File: config.mk
export PLATFORM = sky130hd
export DESIGN_NAME = rlns_ctrl
export DESIGN_NICKNAME = d
export VERILOG_FILES = /design/src/rtl/rlns_pkg.sv /design/src/rtl/rlns_ctrl.sv
export SDC_FILE = /design/constraint.sdc
export NUM_CORES = 1
export LEC_CHECK = 0
export BUFFER_PORTS_ARGS = -buffer_cell sky130_fd_sc_hd__buf_4
export CAP_MARGIN = 25
export CORE_MARGIN = 1.5
export CORE_UTILIZATION = 45
export DETAILED_ROUTE_END_ITERATION = 12
export GPL_TIMING_DRIVEN = 0
export HOLD_SLACK_MARGIN = 0.08
export PLACE_DENSITY = 0.81
export SYNTH_ARGS = -nofsm -noshare
export SYNTH_HDL_FRONTEND = slang
export SYNTH_SLANG_ARGS = --single-unit
File: constraint.sdc
create_clock -name clk -period 1.3 [get_ports clk]
set_input_delay 0.13 -clock clk [delete_from_list [all_inputs] [get_ports clk]]
set_output_delay 0.13 -clock clk [all_outputs]
set_load 0.02 [all_outputs]
File: src/rtl/rlns_pkg.sv
package rlns_pkg;

  localparam int unsigned DEF_MAX_COMPONENTS   = 1024;
  localparam int unsigned DEF_MAX_RELAY_PIXELS = 1024;
  localparam int unsigned DEF_MAX_ADJ_ENTRIES  = 4096;
  localparam int unsigned DEF_MAX_DRIVERS      = 1024;
  localparam int unsigned DEF_MAX_RELAYS       = 1024;
  localparam int unsigned DEF_MAX_INPUTS       = 4;

  localparam int COUNT_W = 11;
  localparam int RANGE_W = 24;
  localparam int ADJ_W   = 10;

  localparam logic [3:0] OP_RANGE  = 4'd0;
  localparam logic [3:0] OP_ADJ    = 4'd1;
  localparam logic [3:0] OP_PIXNB  = 4'd2;
  localparam logic [3:0] OP_DRIVER = 4'd3;
  localparam logic [3:0] OP_RELAY  = 4'd4;
  localparam logic [3:0] OP_WRLVL  = 4'd5;
  localparam logic [3:0] OP_STEP   = 4'd6;
  localparam logic [3:0] OP_SETTLE = 4'd7;
  localparam logic [3:0] OP_READ   = 4'd8;

  localparam logic [2:0] DRV_SOURCE = 3'd0;
  localparam logic [2:0] DRV_AND    = 3'd1;
  localparam logic [2:0] DRV_OR     = 3'd2;
  localparam logic [2:0] DRV_NAND   = 3'd3;
  localparam logic [2:0] DRV_NOR    = 3'd4;

  localparam logic [2:0] REL_POS = 3'd0;
  localparam logic [2:0] REL_NEG = 3'd1;

  localparam logic [2:0] LVL_COMP = 3'd0;
  localparam logic [2:0] LVL_PIX  = 3'd1;
  localparam logic [2:0] LVL_COND = 3'd2;

  localparam logic [1:0] REG_COMP = 2'd0;
  localparam logic [1:0] REG_PIX  = 2'd1;
  localparam logic [1:0] REG_DRV  = 2'd2;
  localparam logic [1:0] REG_RLY  = 2'd3;

  localparam logic [1:0] RSEL_NONE = 2'd0;
  localparam logic [1:0] RSEL_COMP = 2'd1;
  localparam logic [1:0] RSEL_PIX  = 2'd2;
  localparam logic [1:0] RSEL_COND = 2'd3;

  typedef logic [4:0] state_t;

  localparam state_t S_INIT    = 5'd0;
  localparam state_t S_IDLE    = 5'd1;
  localparam state_t S_DECODE  = 5'd2;
  localparam state_t S_RDWAIT  = 5'd3;
  localparam state_t S_CLR     = 5'd4;
  localparam state_t S_G_RD    = 5'd5;
  localparam state_t S_G_ENT   = 5'd6;
  localparam state_t S_G_LNK   = 5'd7;
  localparam state_t S_G_LDAT  = 5'd8;
  localparam state_t S_G_APPLY = 5'd9;
  localparam state_t S_COPY_R  = 5'd10;
  localparam state_t S_COPY_W  = 5'd11;
  localparam state_t S_FINIT   = 5'd12;
  localparam state_t S_FINIT_D = 5'd13;
  localparam state_t S_POP     = 5'd14;
  localparam state_t S_POP_D   = 5'd15;
  localparam state_t S_P_ENT   = 5'd16;
  localparam state_t S_P_LNK   = 5'd17;
  localparam state_t S_P_LDAT  = 5'd18;
  localparam state_t S_C_ENT   = 5'd19;
  localparam state_t S_C_LNK   = 5'd20;
  localparam state_t S_C_ADAT  = 5'd21;
  localparam state_t S_C_PDAT  = 5'd22;

  typedef struct packed {
    logic [2:0]  kind;
    logic [2:0]  count;
    logic [11:0] link_a;
    logic [11:0] link_b;
    logic [9:0]  link_c;
    logic [9:0]  link_d;
    logic [9:0]  target;
  } entry_t;

  localparam int ENT_W = $bits(entry_t);

  typedef struct packed {
    logic [3:0] op;
    logic       clr_last;
    logic       gate_more;
    logic       mode_rly;
    logic       link_more;
    logic       link_ok;
    logic       copy_last;
    logic       init_more;
    logic       stack_empty;
    logic       elem_pix;
    logic       adj_more;
    logic       pix_ok;
  } dp_status_t;

  function automatic int addr_w(int d);
    return (d > 1) ? $clog2(d) : 1;
  endfunction

  function automatic int max2(int a, int b);
    return (a > b) ? a : b;
  endfunction

  function automatic logic [31:0] sat_count(logic [COUNT_W-1:0] v, int unsigned m);
    return (32'(v) < m) ? 32'(v) : 32'(m);
  endfunction

  function automatic logic gate_level(logic [2:0] kind, logic [2:0] hi, logic [2:0] cnt);
    logic v;
    unique case (kind)
      DRV_SOURCE: v = 1'b1;
      DRV_AND:    v = (hi == cnt);
      DRV_OR:     v = (hi != 3'd0);
      DRV_NAND:   v = (hi != cnt);
      DRV_NOR:    v = (hi == 3'd0);
      default:    v = 1'b0;
    endcase
    return v;
  endfunction

endpackage

File: src/rtl/rlns_ctrl.sv
module rlns_ctrl (
  input  logic                   clk,
  input  logic                   rst_n,
  input  logic                   start,
  input  rlns_pkg::dp_status_t   status,
  output rlns_pkg::state_t       cmd,
  output logic                   busy
);
  import rlns_pkg::*;

  state_t state_r, state_nxt;

  assign cmd  = state_r;
  assign busy = (state_r != S_IDLE);

  always_comb begin
    state_nxt = state_r;
    unique case (state_r)
      S_INIT:    if (status.clr_last) state_nxt = S_IDLE;
      S_IDLE:    if (start) state_nxt = S_DECODE;
      S_DECODE: begin
        if (status.op == OP_STEP) state_nxt = S_CLR;
        else if (status.op == OP_SETTLE) state_nxt = S_FINIT;
        else if (status.op == OP_READ) state_nxt = S_RDWAIT;
        else state_nxt = S_IDLE;
      end
      S_RDWAIT:  state_nxt = S_IDLE;
      S_CLR:     if (status.clr_last) state_nxt = S_G_RD;
      S_G_RD: begin
        if (status.gate_more) state_nxt = S_G_ENT;
        else if (status.mode_rly) state_nxt = S_COPY_R;
      end
      S_G_ENT:   state_nxt = S_G_LNK;
      S_G_LNK: begin
        if (!status.link_more) state_nxt = S_G_APPLY;
        else if (status.link_ok) state_nxt = S_G_LDAT;
      end
      S_G_LDAT:  state_nxt = S_G_LNK;
      S_G_APPLY: state_nxt = S_G_RD;
      S_COPY_R:  state_nxt = S_COPY_W;
      S_COPY_W:  state_nxt = status.copy_last ? S_FINIT : S_COPY_R;
      S_FINIT:   state_nxt = status.init_more ? S_FINIT_D : S_POP;
      S_FINIT_D: state_nxt = S_FINIT;
      S_POP:     state_nxt = status.stack_empty ? S_IDLE : S_POP_D;
      S_POP_D:   state_nxt = status.elem_pix ? S_P_ENT : S_C_ENT;
      S_P_ENT:   state_nxt = S_P_LNK;
      S_P_LNK: begin
        if (!status.link_more) state_nxt = S_POP;
        else if (status.link_ok) state_nxt = S_P_LDAT;
      end
      S_P_LDAT:  state_nxt = S_P_LNK;
      S_C_ENT:   state_nxt = S_C_LNK;
      S_C_LNK:   state_nxt = status.adj_more ? S_C_ADAT : S_POP;
      S_C_ADAT:  state_nxt = status.pix_ok ? S_C_PDAT : S_C_LNK;
      S_C_PDAT:  state_nxt = S_C_LNK;
      default:   state_nxt = S_IDLE;
    endcase
  end

  always_ff @(posedge clk) begin
    if (!rst_n) begin
      state_r <= S_INIT;
    end else begin
      state_r <= state_nxt;
    end
  end

endmodule

Word level (Yosys, flattened, before mapping)

Index checks and enable logic that the tools add are counted.

Word-level logic and storage cells: 56
Input port bits: 18
Bits in writable memories: 0
Memories: 0
Bits in latches: 0
Memory bits (read-only): 0
Flip-flop bits (word level): 5
Output and inout bits: 6

Mux-type cells: 19
Shift operators: 0
$add $sub $neg: 0
Magnitude comparators: 0
$mul: 0
Equal/unequal tests: 31
Reductions and logical operators: 5
Divide/modulo/power cells: 0
Bitwise gates (word level): 0

Operator list:

| operator                                       | count |
|---|---|
| case mux 5 bit (19 select lines)               | 1 |
| 2-to-1 mux 5 bit                               | 10 |
| == test 5 x 4 -> 1 bit (second input constant) | 8 |
| == test 5 bit (second input constant)          | 7 |
| == test 5 x 3 -> 1 bit (second input constant) | 4 |
| 2-to-1 mux 4 bit                               | 3 |
| != test 3 bit (second input constant)          | 3 |
| == test 4 x 3 -> 1 bit (second input constant) | 2 |
| 2-to-1 mux 2 bit                               | 4 |
| != test 2 bit (second input constant)          | 3 |
| AND reduction 6 bit                            | 1 |
| OR reduction 2 bit                             | 3 |
| == test 5 x 1 -> 1 bit (second input constant) | 1 |
| == test 5 x 2 -> 1 bit (second input constant) | 1 |
| logical NOT 5 bit                              | 1 |
| != test 5 x 1 -> 1 bit (second input constant) | 1 |
| == test 4 bit (second input constant)          | 1 |
| 2-to-1 mux 3 bit                               | 1 |

Longest topological paths before layout

Word-level depth: 5
Depth in mapped cells: 8
Depth with buffers taken out: 5

Worst setup path after synthesis

Ideal clock, no wire load.

Path kind: register to register
From: register state_r[2] (netlist: cmd[2])
To: register state_r[1] (netlist: cmd[1])
Arrival time: 1.469 ns
Path buffers: 2
Period minus slack after synthesis: 1.596 ns
Stages on the path, launching flop included: 8
Required time: 1.173 ns
Slack: -0.296 ns
Library setup time: 0.127 ns
Path through: dfxtp_1 buf_6 buf_6 nand2_1 a32oi_1 o22ai_1 a2111oi_0 o21ai_1

Word-level cells in the longest chain between the ends: 3

Ends and longest elaborated chain:

| element                                                                 | line            | RTL |
|---|---|---|
| start: declaration                                                      | rlns_ctrl.sv:11 | `state_t state_r, state_nxt;` |
| start signal: assignment                                                | rlns_ctrl.sv:64 | `state_r <= state_nxt;` |
| == test 5 bit (tied with other cells)                                   | rlns_ctrl.sv:18 | `unique case (state_r)` |
| OR reduction 2 bit (no source line) (tied with other cells)             | -               |  |
| case mux 5 bit (19 select lines) or AND reduction 6 bit (tied branches) | -               |  |

Parallel ways exist; a longest one is shown, timed or not.
A chain may end at the register's enable or synchronous reset.

Final worst setup path

From: register state_r[2] (netlist: cmd[2])
To: register state_r[2] (netlist: cmd[2])

Same word-level chain as after synthesis.

==> flow_summary.ini <==
[drt]
vias_per_cell = 6.719
drtPass1Iterations = 4
wirelength_mm = 3.335
vias = 1122
drc = 0
antenna_left = 0
drt_iter0_markers = 77
post_drt_wl_per_cell_um = 19.97

[critical_path]
worstPathRequired_ns = 1.47
startpoint_type = flop
path_cells = buf_2, xor2_1, a32oi_1, o221a_2, a31o_1, a21oi_1
cpMaxStageDelayCell = dfxtp_4
cp-end-kind = flop
critPathMaxStageDelay_ns = 0.38
path_class = flop to flop
cp_max_fo = 6
arrival_ns = 1.78

[grt]
antenna_found_initial = 0
track_usage_pct = 31.21
grt_pass1_vias = 1003
gr-total-overflow = 0
grt_max_degree = 12
grt_pass1_wl_mm = 4.491

[synth]
syn_area_um2 = 752.0
synth-seq-cells = 5
yosysUniqueCellTypes = 45
avgSynthCellArea_um2 = 7.028
synth_warnings = 0
synth_edf_count = 0
synthFlopType = dfxtp_1
ys_async_sr_fraction_pct = 0
synth-seq-area-share_pct = 13.31
synth_fp_nets = 125
synth_cells = 107

[die]
die-area_um2 = 1925
start_util_pct = 48.78
rows = 14
core_area_um2 = 1541
die_w_um = 43.88
fp.dieH_um = 43.88
ios = 24

[placement]
dp_hpwl_mm = 1.762
io_buffers = 23
dp_cells = 146
place_area_um2 = 979.7
place_congestion = 0.9583

[timing]
hold_viol_final = 0
finClkSkew_ns = 0.007623
grt_setup_unrepaired = yes
whs_ns = 0.1462
slew_headroom_pct = 73.97
fin_crit_sh_pct = 123.5
maxSlewViolCount = 0
fin_ws_ns = -0.3052
setup_violations = 6
worstMarginPinSlew_ns = 0.3862
fin_crit_ns = 1.605
tns_ns = -1.410
max_freq_mhz = 623.0

[worst_hold_path]
hp-class = input pin to flop

[final_layout]
largest_reg_flops = 5
fin_cells = 167
drive_above_1_share_pct = 54.97
syn_to_final_growth_pct = 69.55
num-fill-cells = 82
antenna_cells = 0
final_cell_mix = buf_4, buf_6, nor2_1, nand2_1
fin_area_um2 = 1275
layout_commonest_cell = buf_4
final_nets = 170

[cts]
clkTransAtPathRegs_ns = 0.05
cts_buffers = 3
clk_latency_ns = 0.25
htree_levels = 1
clock-sinks = 5
root_buffer = clkbuf_4
ctsHoldBuffers = 0
cts_tree = yes
clockBufferDepth = 2

[run_status]
outcome = finished with violations
failed_checks = setup timing

[pwr]
power_frac_comb_pct = 51.0
seqPwrFrac_pct = 23.9
p_leak_nw = 0.5475
p_sw_share_pct = 37.88
vdd_drop_max_uv = 755.7
p_sw_w = 0.0002751
clock_power_share_pct = 25.1
power_density_nw_per_um2 = 569.6
cell_internal_pwr_w = 0.0004512

[flow_run]
cap_violations = 0
[path summary, 6_finish.rpt]
check	from	end	slack, ns	depth (start not counted)
hold reg to reg	cmd[4]	cmd[0]	0.76	3
setup reg to reg	cmd[2]	cmd[2]	-0.31	6
setup / recovery	cmd[2]	cmd[2]	-0.31	6
hold / removal	rst_n	cmd[0]	0.15	2
[kinds of logic after synthesis]
| kind of cell | count (synthesis) | synth area share, % |
|---|---|---|
| xor+xnor | 1 | 1.165 |
| buf+inv | 14 | 11.81 |
| flops | 5 | 13.31 |
| compound gates | 35 | 34.61 |
| simple gates | 52 | 39.10 |
[per-layer routing]
metal	track usage (%)	part of all wire, %	vias up
met3	8.333	12	23
met5	0	0	-
met4	10.30	3.9	0
li1	-	-	488
met1	39.10	35	516
met2	51.47	49	95
[cell type report]
type,instances,area [um2],area share [%]
inverter,4,15.01,1.178
multi-input combinational,88,684.4,53.68
buffer,8,90.09,7.066
sequential,5,113.9,8.930
timing repair buffer,42,325.3,25.52
clock buffer,4,26.28,2.061
tap,16,20.02,1.570
[cell usage after synthesis, types with 2 or more instances]
| cell type | number | area [um2] |
|---|---|---|
| and2_1 | 3 | 18.77 |
| inv_1 | 4 | 15.01 |
| buf_2 | 5 | 25.02 |
| dfxtp_1 | 5 | 100.1 |
| and2b_1 | 2 | 15.01 |
| nand2_1 | 8 | 30.03 |
| a211o_1 | 2 | 17.52 |
| nor2_1 | 10 | 37.54 |
| buf_6 | 3 | 33.78 |
| nand2b_1 | 7 | 43.79 |
| nor2b_1 | 3 | 18.77 |
| o22ai_1 | 2 | 12.51 |
| a21oi_1 | 7 | 35.03 |
| buf_4 | 2 | 15.01 |
| nor4_1 | 2 | 12.51 |
| o21ai_0 | 5 | 25.02 |
| a32oi_1 | 3 | 26.28 |
| nand3_1 | 3 | 15.01 |
| nor3_1 | 3 | 15.01 |
| nor3b_1 | 3 | 22.52 |
[critical path, delay by kind of cell (launching register included)]
family	cells	cell delay (ns)
compound gates	4	0.78
buf+inv	1	0.18
flops	1	0.38
xor+xnor	1	0.18
[power groups by stage]
stage,clock network [W],registers [W],logic [W]
after floorplan,0,0.000180,0.000184
after global placement,0,0.000169,0.000294
after detailed placement,0,0.000170,0.000297
after CTS,0.000188,0.000165,0.000338
after global routing,0.000195,0.000174,0.000384
final,0.000182,0.000174,0.000370
[metrics by stage]
step	setup WS, ns	util (%)	total power (W)
floorplan	-0.1711	-	0.0003633
global placement	-0.3062	63.56	0.0004631
detailed placement	-0.3090	63.56	0.0004670
CTS	-0.2829	76.22	0.0006911
global route	-0.3305	82.71	0.0007536
finish	-0.3052	82.71	0.0007263
[repair_timing]
item	4_1_cts	5_1_grt
endpoints found under the setup margin	6	6
cloned	1	0
resized for setup	17	23
pin swaps	9	16
buffers inserted	16	2
hold endpoints to repair	0	0
Note: power is estimated with default switching activity, not from simulation.
